==> config.mk <==
export PLATFORM = sky130hd
export DESIGN_NAME = sorted_priority_queue_flat
export DESIGN_NICKNAME = d
export VERILOG_FILES = /design/src/rtl/core/spq_pkg.sv /design/src/rtl/core/spq_in_if.sv /design/src/rtl/core/spq_out_if.sv /design/src/rtl/core/sorted_priority_queue.sv /design/src/rtl/core/spq_cell.sv /design/src/flat_wrapper.sv
export SDC_FILE = /design/constraint.sdc
export NUM_CORES = 2
export LEC_CHECK = 0
export BUFFER_PORTS_ARGS = -buffer_cell sky130_fd_sc_hd__buf_2
export CAP_MARGIN = 20
export CORE_MARGIN = 2
export CORE_UTILIZATION = 63
export DETAILED_ROUTE_END_ITERATION = 6
export GPL_TIMING_DRIVEN = 1
export PLACE_DENSITY = 0.8
export SYNTH_ARGS = -nofsm -noshare
export SYNTH_HDL_FRONTEND = slang
export SYNTH_SLANG_ARGS = --single-unit
==> constraint.sdc <==
create_clock -name clk -period 13.8 [get_ports clk]
set_input_delay 2.07 -clock clk [delete_from_list [all_inputs] [get_ports clk]]
set_output_delay 2.07 -clock clk [all_outputs]
set_load 0.01 [all_outputs]
==> src/rtl/core/spq_pkg.sv <==
package spq_pkg;

  // Queue geometry.
  localparam int DEPTH         = 16;
  localparam int PRIORITY_BITS = 8;
  localparam int CNT_W         = $clog2(DEPTH + 1);

  // Fixed port widths.
  localparam int DATA_W   = 32;
  localparam int OP_W     = 2;
  localparam int ST_W     = 2;
  localparam int PRIO_W   = 8;
  localparam int FILL_W   = 5;

  // Operation codes.
  localparam logic [OP_W-1:0] OP_ENQUEUE = 2'd0;
  localparam logic [OP_W-1:0] OP_DEQUEUE = 2'd1;
  localparam logic [OP_W-1:0] OP_PEEK    = 2'd2;

  // Status codes.
  localparam logic [ST_W-1:0] ST_OK    = 2'd0;
  localparam logic [ST_W-1:0] ST_EMPTY = 2'd1;
  localparam logic [ST_W-1:0] ST_FULL  = 2'd2;

  typedef logic [PRIORITY_BITS-1:0] prio_t;
  typedef logic [DATA_W-1:0]        data_t;
  typedef logic [CNT_W-1:0]         cnt_t;

  typedef struct packed {
    data_t data;
    prio_t prio;
  } entry_t;

  // Broadcast from the controller to every cell in the row.
  typedef struct packed {
    logic   enq;
    logic   deq;
    entry_t item;
  } cell_ctl_t;

endpackage

==> src/rtl/core/spq_in_if.sv <==
interface spq_in_if;
  import spq_pkg::*;

  logic                     valid;
  logic                     ready;
  logic [OP_W-1:0]          opcode;
  logic signed [DATA_W-1:0] data_in;
  logic [PRIO_W-1:0]        priority_in;

  modport source (output valid, output opcode, output data_in, output priority_in,
                  input ready);
  modport sink   (input valid, input opcode, input data_in, input priority_in,
                  output ready);
endinterface

==> src/rtl/core/spq_out_if.sv <==
interface spq_out_if;
  import spq_pkg::*;

  logic                     valid;
  logic                     ready;
  logic [ST_W-1:0]          status;
  logic signed [DATA_W-1:0] data_out;
  logic [PRIO_W-1:0]        priority_out;
  logic [FILL_W-1:0]        fill_count;

  modport source (output valid, output status, output data_out, output priority_out,
                  output fill_count, input ready);
  modport sink   (input valid, input status, input data_out, input priority_out,
                  input fill_count, output ready);
endinterface

==> src/rtl/core/sorted_priority_queue.sv <==
// Sorted priority queue of DEPTH entries, smallest priority value first.
//
// Input channel (in_ch): each transfer carries one operation: enqueue,
// dequeue of the head, or peek at the head. Every transfer produces exactly
// one result on the output channel (out_ch) with a status, the head data
// and priority where one is returned, and the fill count after the operation.
//
// The entries live in a row of identical cells, cell 0 holding the head.
// Each cell compares its priority against the incoming one in parallel; on
// an enqueue every cell behind the insertion point takes its left neighbor's
// entry and the cell at the insertion point takes the new one. On a dequeue
// every cell takes its right neighbor's entry. Entries of equal priority
// keep their arrival order because a new entry goes behind them.
//
// The result is registered and valid in the cycle after the input transfer,
// and the block takes one operation every cycle while the receiver does not
// stall: the whole row updates in the accepting cycle, bounded by one priority compare and a two-level select per cell.
// The result register decouples the channels; while the receiver stalls
// the held result blocks only the next input transfer. Reset clears the
// fill count and the result valid; cell contents are not reset, and only
// cells below the fill count are ever read.
module sorted_priority_queue
  import spq_pkg::*;
(
  input  logic      clk,
  input  logic      rst_n,
  spq_in_if.sink    in_ch,
  spq_out_if.source out_ch
);

  // Handshake and decode.
  logic      in_xfer;
  logic      is_full;
  logic      is_empty;
  cell_ctl_t ctl;

  // Fill count.
  cnt_t count_r;
  cnt_t count_nxt;

  // Result register.
  logic             out_valid_r;
  logic [ST_W-1:0]  out_status_r;
  logic [ST_W-1:0]  out_status_nxt;
  data_t            out_data_r;
  data_t            out_data_nxt;
  prio_t            out_prio_r;
  prio_t            out_prio_nxt;

  // Cell row.
  entry_t           cell_entry [DEPTH];
  logic [DEPTH-1:0] cell_le;
  logic [DEPTH-1:0] cell_occ;

  // A new operation may enter whenever the result slot is free or draining.
  assign in_ch.ready = !out_valid_r || out_ch.ready;
  assign in_xfer     = in_ch.valid && in_ch.ready;

  assign is_full  = (count_r == cnt_t'(DEPTH));
  assign is_empty = (count_r == '0);

  assign ctl.enq       = in_xfer && (in_ch.opcode == OP_ENQUEUE) && !is_full;
  assign ctl.deq       = in_xfer && (in_ch.opcode == OP_DEQUEUE) && !is_empty;
  assign ctl.item.data = data_t'(in_ch.data_in);
  assign ctl.item.prio = prio_t'(in_ch.priority_in);

  genvar gi;
  generate
    for (gi = 0; gi < DEPTH; gi++) begin : g_cell
      entry_t left_entry;
      entry_t right_entry;
      logic   left_le;

      assign cell_occ[gi] = (count_r > cnt_t'(gi));

      if (gi == 0) begin : g_head
        // The head has no left neighbor: a new entry that passes it lands here.
        assign left_le    = 1'b1;
        assign left_entry = cell_entry[gi];
      end else begin : g_body
        assign left_le    = cell_le[gi-1];
        assign left_entry = cell_entry[gi-1];
      end

      if (gi == DEPTH - 1) begin : g_tail
        // Beyond the tail is nothing; its content after a dequeue is unused.
        assign right_entry = cell_entry[gi];
      end else begin : g_inner
        assign right_entry = cell_entry[gi+1];
      end

      spq_cell u_cell (
        .clk         (clk),
        .ctl         (ctl),
        .occupied    (cell_occ[gi]),
        .left_le     (left_le),
        .left_entry  (left_entry),
        .right_entry (right_entry),
        .entry       (cell_entry[gi]),
        .le          (cell_le[gi])
      );
    end
  endgenerate

  always_comb begin
    count_nxt = count_r;
    if (ctl.enq) begin
      count_nxt = count_r + cnt_t'(1);
    end else if (ctl.deq) begin
      count_nxt = count_r - cnt_t'(1);
    end
  end

  // Result of the operation being transferred in this cycle.
  always_comb begin
    out_status_nxt = ST_OK;
    out_data_nxt   = '0;
    out_prio_nxt   = '0;
    unique case (in_ch.opcode)
      OP_ENQUEUE: begin
        if (is_full) begin
          out_status_nxt = ST_FULL;
        end
      end
      OP_DEQUEUE, OP_PEEK: begin
        if (is_empty) begin
          out_status_nxt = ST_EMPTY;
        end else begin
          out_data_nxt = cell_entry[0].data;
          out_prio_nxt = cell_entry[0].prio;
        end
      end
      default: begin
        // Undefined opcode: no effect, plain OK result.
      end
    endcase
  end

  always_ff @(posedge clk) begin
    if (!rst_n) begin
      count_r     <= '0;
      out_valid_r <= 1'b0;
    end else begin
      count_r <= count_nxt;
      if (in_xfer) begin
        out_valid_r <= 1'b1;
      end else if (out_ch.ready) begin
        out_valid_r <= 1'b0;
      end
    end
  end

  always_ff @(posedge clk) begin
    if (in_xfer) begin
      out_status_r <= out_status_nxt;
      out_data_r   <= out_data_nxt;
      out_prio_r   <= out_prio_nxt;
    end
  end

  // The result captures the next fill count, which is the count after the operation.
  logic [FILL_W-1:0] out_fill_r;
  always_ff @(posedge clk) begin
    if (in_xfer) begin
      out_fill_r <= FILL_W'(count_nxt);
    end
  end

  assign out_ch.valid        = out_valid_r;
  assign out_ch.status       = out_status_r;
  assign out_ch.data_out     = $signed(out_data_r);
  assign out_ch.priority_out = PRIO_W'(out_prio_r);
  assign out_ch.fill_count   = out_fill_r;

  // The fill count never exceeds the number of cells.
  a_count_bound: assert property (@(posedge clk) disable iff (!rst_n)
    count_r <= cnt_t'(DEPTH))
    else $error("fill count exceeds queue depth");

  // A successful dequeue removes exactly one entry.
  a_deq_count: assert property (@(posedge clk) disable iff (!rst_n)
    ctl.deq |=> count_r == $past(count_r) - cnt_t'(1))
    else $error("dequeue did not decrement the fill count");

  // The two front cells stay in priority order.
  a_head_sorted: assert property (@(posedge clk) disable iff (!rst_n)
    (count_r >= cnt_t'(2)) |-> (cell_entry[0].prio <= cell_entry[1].prio))
    else $error("head entry out of priority order");

  // An input stall only ever comes from a held result.
  a_stall_cause: assert property (@(posedge clk) disable iff (!rst_n)
    !in_ch.ready |-> out_valid_r && !out_ch.ready)
    else $error("input stalled without a pending result");

endmodule

==> src/rtl/core/spq_cell.sv <==
module spq_cell
  import spq_pkg::*;
(
  input  logic      clk,
  input  cell_ctl_t ctl,
  input  logic      occupied,
  input  logic      left_le,
  input  entry_t    left_entry,
  input  entry_t    right_entry,
  output entry_t    entry,
  output logic      le
);

  entry_t entry_r;
  entry_t entry_nxt;

  // This entry stays ahead of a new one of equal or larger priority.
  assign le    = occupied && (entry_r.prio <= ctl.item.prio);
  assign entry = entry_r;

  always_comb begin
    entry_nxt = entry_r;
    if (ctl.enq) begin
      if (!le) begin
        entry_nxt = left_le ? ctl.item : left_entry;
      end
    end else if (ctl.deq) begin
      entry_nxt = right_entry;
    end
  end

  always_ff @(posedge clk) begin
    entry_r <= entry_nxt;
  end

endmodule
==> src/flat_wrapper.sv <==
// flat-port wrapper written by rule: the top's interface ports become plain ports
module sorted_priority_queue_flat import spq_pkg::*;
  (clk, rst_n, in_ch_valid, in_ch_opcode, in_ch_data_in, in_ch_priority_in, in_ch_ready, out_ch_valid, out_ch_status, out_ch_data_out, out_ch_priority_out, out_ch_fill_count, out_ch_ready);
  spq_in_if in_ch_i ();
  spq_out_if out_ch_i ();
  input  logic clk;
  input  logic rst_n;
  input wire logic [$bits(in_ch_i.valid)-1:0] in_ch_valid;
  input wire logic [$bits(in_ch_i.opcode)-1:0] in_ch_opcode;
  input wire logic [$bits(in_ch_i.data_in)-1:0] in_ch_data_in;
  input wire logic [$bits(in_ch_i.priority_in)-1:0] in_ch_priority_in;
  output wire logic [$bits(in_ch_i.ready)-1:0] in_ch_ready;
  output wire logic [$bits(out_ch_i.valid)-1:0] out_ch_valid;
  output wire logic [$bits(out_ch_i.status)-1:0] out_ch_status;
  output wire logic [$bits(out_ch_i.data_out)-1:0] out_ch_data_out;
  output wire logic [$bits(out_ch_i.priority_out)-1:0] out_ch_priority_out;
  output wire logic [$bits(out_ch_i.fill_count)-1:0] out_ch_fill_count;
  input wire logic [$bits(out_ch_i.ready)-1:0] out_ch_ready;
  assign in_ch_i.valid = in_ch_valid;
  assign in_ch_i.opcode = in_ch_opcode;
  assign in_ch_i.data_in = in_ch_data_in;
  assign in_ch_i.priority_in = in_ch_priority_in;
  assign in_ch_ready = in_ch_i.ready;
  assign out_ch_valid = out_ch_i.valid;
  assign out_ch_status = out_ch_i.status;
  assign out_ch_data_out = out_ch_i.data_out;
  assign out_ch_priority_out = out_ch_i.priority_out;
  assign out_ch_fill_count = out_ch_i.fill_count;
  assign out_ch_i.ready = out_ch_ready;
  sorted_priority_queue u_core (.clk(clk), .rst_n(rst_n), .in_ch(in_ch_i), .out_ch(out_ch_i));
endmodule
==> results.txt <==
----------------------------------------------------
[Placed design]
  Number of I/O port buffers ... 94
  Routability congestion estimate ... 0.893
  Detailed placement HPWL ... about 73000 um

[Die]
  Vertical die dimension ... around 260 um
  Die area ... 69500 sq um
  Row cnt ... 95
  Die width ... 264 um
  Starting utilization of the core area ... 0.634
  IO Pins ... 95
  Placeable core region ... 66900 sq um

[Timing]
  Post-route setup TNS ... 0 ns
  Worst Clk Skew ... 0.0212 ns
  Share of the cycle needed by the critical path after routing ... 0.385
  Final Hold Viols ... 0
  Maximum frequency from static timing analysis ... 188 MHz
  Worst Tran Pin Value ... 1.13 ns
  Final max-slew violation count ... 0
  Final critical path time including I/O delays and setup ... approximately 5.3 ns
  Worst slew margin relative to its limit ... 0.244
  Final setup viols ... 0
  Setup repair after global routing missed its margin ... false

[Routing]
  Detailed-route via count ... roughly 36000
  DRC violations left ... 4
  ANT nets after route ... 0
  Post-DR wirelength/cell ... roughly 23 um
  Total wire length ... 114000 um
  Violation count after the first detailed-route iteration ... 4033
  DR pass1 iterations ... 7
  Vias per cell ... 7.37

[Power]
  Leak pwr ... 0.0142 uW
  Max VDD drop ... around 0.084 mV
  Power per unit of standard cell area ... between 100 and 150 nW/um^2

[Layout]
  N_diodes ... 0
  Sequential cell area in the final layout ... between 20000 and 25000 sq um
  Multi-input gate area ... 19800 sq um
  Top library cells by usage in the layout, fill and taps aside ... edfxtp_1 (687), nor2_1 (579), a31oi_1 (561), o31ai_1 (560), nand4_1 (274)
  Fraction of the core area covered by cells at the end of the flow ... 0.676
  Number of nets in the layout ... slightly above 4000
  Share of post-route cells with drive strength above 1 ... 0.101
  Synth-to-Final Area Change ... 6.62%
  Most common library cell in the layout ignoring fill and taps ... edfxtp_1
  Fill count ... between 5000 and 6000

[Synth]
  Post-Synthesis Mean Instance Area ... 10.0 sq um
  Cell area after synthesis ... between 40000 and 50000 sq um
  Sequential element share of the synthesized area ... 0.489
  Ranking of synthesized cells by area ... edfxtp_1 (49%), o31ai_1 (9.9%), a31oi_1 (8.3%)
  Top cell type by total area after synthesis ... edfxtp_1
  Proportion of register bits with asynchronous set or reset after synthesis ... 0
  Count of different cell masters after synthesis ... 58
  Synth Register Bits ... 693
  EDFF count, synth ... 687
  Syn Inst Count ... 4233
  Number of warnings printed during yosys synthesis ... 0
  Share of the synthesized area in the top cell type ... 0.486
  Primary FF master, synth ... edfxtp_1
  Number of nets produced by synthesis ... 4416

[Worst setup path]
  Startpoint of the most critical register-to-register path ... u_core.count_r[0]
  Endpoint kind of the worst setup timing path ... flop
  Gate family responsible for the most delay along the worst path ... buffers and inverters
  Worst setup path startpoint ... in_ch_priority_in[6]
  Library cell contributing the largest single delay on the critical path ... a211oi_4
  Required time at the worst-slack endpoint ... 14.06 ns
  CP Buf/Inv Count ... 5
  Depth of the worst register-to-register path ... 9
  End of the worst register-to-register path ... u_core.g_cell[12].u_cell.entry[20]
  Setup slack on the worst flop-to-flop path ... 9.12 ns
  Cells along the critical path ... buf_2, inv_1, buf_4, ha_1, nand4_1, nor2_1, a211oi_4, buf_4, nor3_1, a21oi_4, buf_4
  Data arrival time of the critical path ... 5.57 ns
  Worst setup path end ... u_core.g_cell[13].u_cell.entry[28]
  Critical path's most frequent cell ... buf_4
  Maximum cell stage delay along the critical path ... 0.68 ns
  Setup CP Type ... input port to flop
  Logic depth of the worst path, buffers included ... 11
  Kind of launch point of the worst setup path ... input port
  Worst Path Max Fanout ... 59

[Status]
  Violated checks ... DRC
  Status ... finished, violations left

[Clock network]
  Setup fix buffers added after clock tree synthesis ... 0
  Number of gates resized after CTS ... 0
  TritonCTS buffer count ... 75
  Clock slew at reported path FFs ... 0.06 ns
  Clock insertion delay at the later pin of the skew report ... 0.64 ns
  Clock tree from TritonCTS ... built
  Clock Root Buffer ... clkbuf_16
  Clk buf depth ... 3
  Maximum level of the CTS H-tree ... 3
  Hold buffer count at cts ... 0
  Num Clock Sinks ... 693

[Global route]
  Wire length of the first global-routing pass ... 180000 um
  Number of antenna violations at the first check in global routing ... 0
  Sum of overflow across all layers after global routing ... 0
  Via count of the first global-routing pass ... 34038
  Overall Global Routing Usage ... 0.315
  Largest net degree at the start of global routing ... 254

[Run]
  Max-cap check violation count ... 0

[Hold path]
  Hold Crit Class ... flop to flop

----------------------------------------------------
==> layout make-up <==
class | instances | share of cell area
Clock inverter | 29 | 0.00520
Sequential cell | 693 | 0.459
Clock buffer | 100 | 0.0445
Timing Repair Buffer | 192 | 0.0285
Multi-Input combinational cell | 2953 | 0.436
Inverter | 33 | 0.00274
Tap cell | 873 | 0.0241
==> stage by stage <==
step	area, sq um	worst slack (ns)	power [uW]	hold slack, ns	cells
detailed placement	42900	7.93	3500	0.546	4741
finish	45300	8.49	5420	0.557	4873
CTS	45200	8.56	5410	0.557	4870
floorplan	42400	7.27	3250	0.517	4233
global placement	42900	7.94	3470	0.531	4741
global route	45300	8.25	5600	0.575	4873
==> Yosys cell counts (all sizes together), types with 2 or more instances <==
master,number
o22ai,40
inv,33
ha,137
o21a,2
o31ai,561
o21ai,27
a31oi,564
or3,3
nand3,8
nor2b,22
or4b,265
nand4,274
and3,43
buf,168
xor2,2
a211o,6
dfxtp,6
or2,2
clkbuf,386
a21o,15
o211ai,16
nor3,17
a211oi,14
or4,56
a21oi,74
nor2,582
o21ba,2
nand2,202
and2,8
o2111ai,2
edfxtp,687
==> kinds of logic (layout without fill, tap and decap cells) <==
kind of cell / after synthesis / count (layout) / synth area share
buffers and inverters: 587 / 354 / 0.0579
AND/OR/NAND/NOR: 1487 / 1487 / 0.198
adder cells (fa/ha/maj): 137 / 137 / 0.0404
AO/OA/AOI/OAI: 1326 / 1326 / 0.214
XOR/XNOR: 3 / 3 / 0.000619
flip-flops: 693 / 693 / 0.489
==> registers in the layout (all words and copies together), names as in the netlist <==
name / flops
u_core.g_cell.u_cell.entry: 640
u_core.count_r: 5
u_core.out_ch.fill_count: 5
u_core.out_ch.status: 2
u_core.out_ch.data_out: 32
u_core.out_ch.priority_out: 8
u_core.out_ch.valid: 1
==> worst register-to-register path, stage by stage (launching register included) <==
cell and delay (ns):
dfxtp_1 0.69, inv_1 0.21, ha_1 0.30, nand2_1 0.25
o21ai_4 0.10, nor2_4 0.12, buf_12 0.58, buf_4 0.97
buf_4 0.90, a31oi_1 0.24
==> how the worst min path moves through the flow <==
stage	endpoint	startpoint	depth (start not counted)
after floorplan	u_core.g_cell[0].u_cell.entry[10]	u_core.g_cell[1].u_cell.entry[10]	2
after global placement	u_core.g_cell[0].u_cell.entry[28]	u_core.g_cell[1].u_cell.entry[28]	2
after detailed placement	u_core.g_cell[0].u_cell.entry[24]	u_core.g_cell[1].u_cell.entry[24]	2
after CTS	u_core.g_cell[0].u_cell.entry[24]	u_core.g_cell[1].u_cell.entry[24]	2
after global routing	u_core.g_cell[0].u_cell.entry[22]	u_core.g_cell[1].u_cell.entry[22]	2
final	u_core.g_cell[0].u_cell.entry[24]	u_core.g_cell[1].u_cell.entry[24]	2
==> per-layer routing <==
layer | track usage | vias up | share of wire
met5 | 0 | - | 0
met1 | 0.412 | 17486 | 0.39
li1 | - | 16431 | -
met2 | 0.539 | 1713 | 0.51
met4 | 0.129 | 0 | 0.033
met3 | 0.0310 | 293 | 0.062
==> power by group <==
group          total [uW]  switching (uW)  leakage [uW]  internal [uW]
Combinational         930             660       0.00675            270
Clock                1940             858       0.00110           1080
Sequential           2550            76.0       0.00638           2480
No activity file was read; power rests on OpenSTA's default activity.
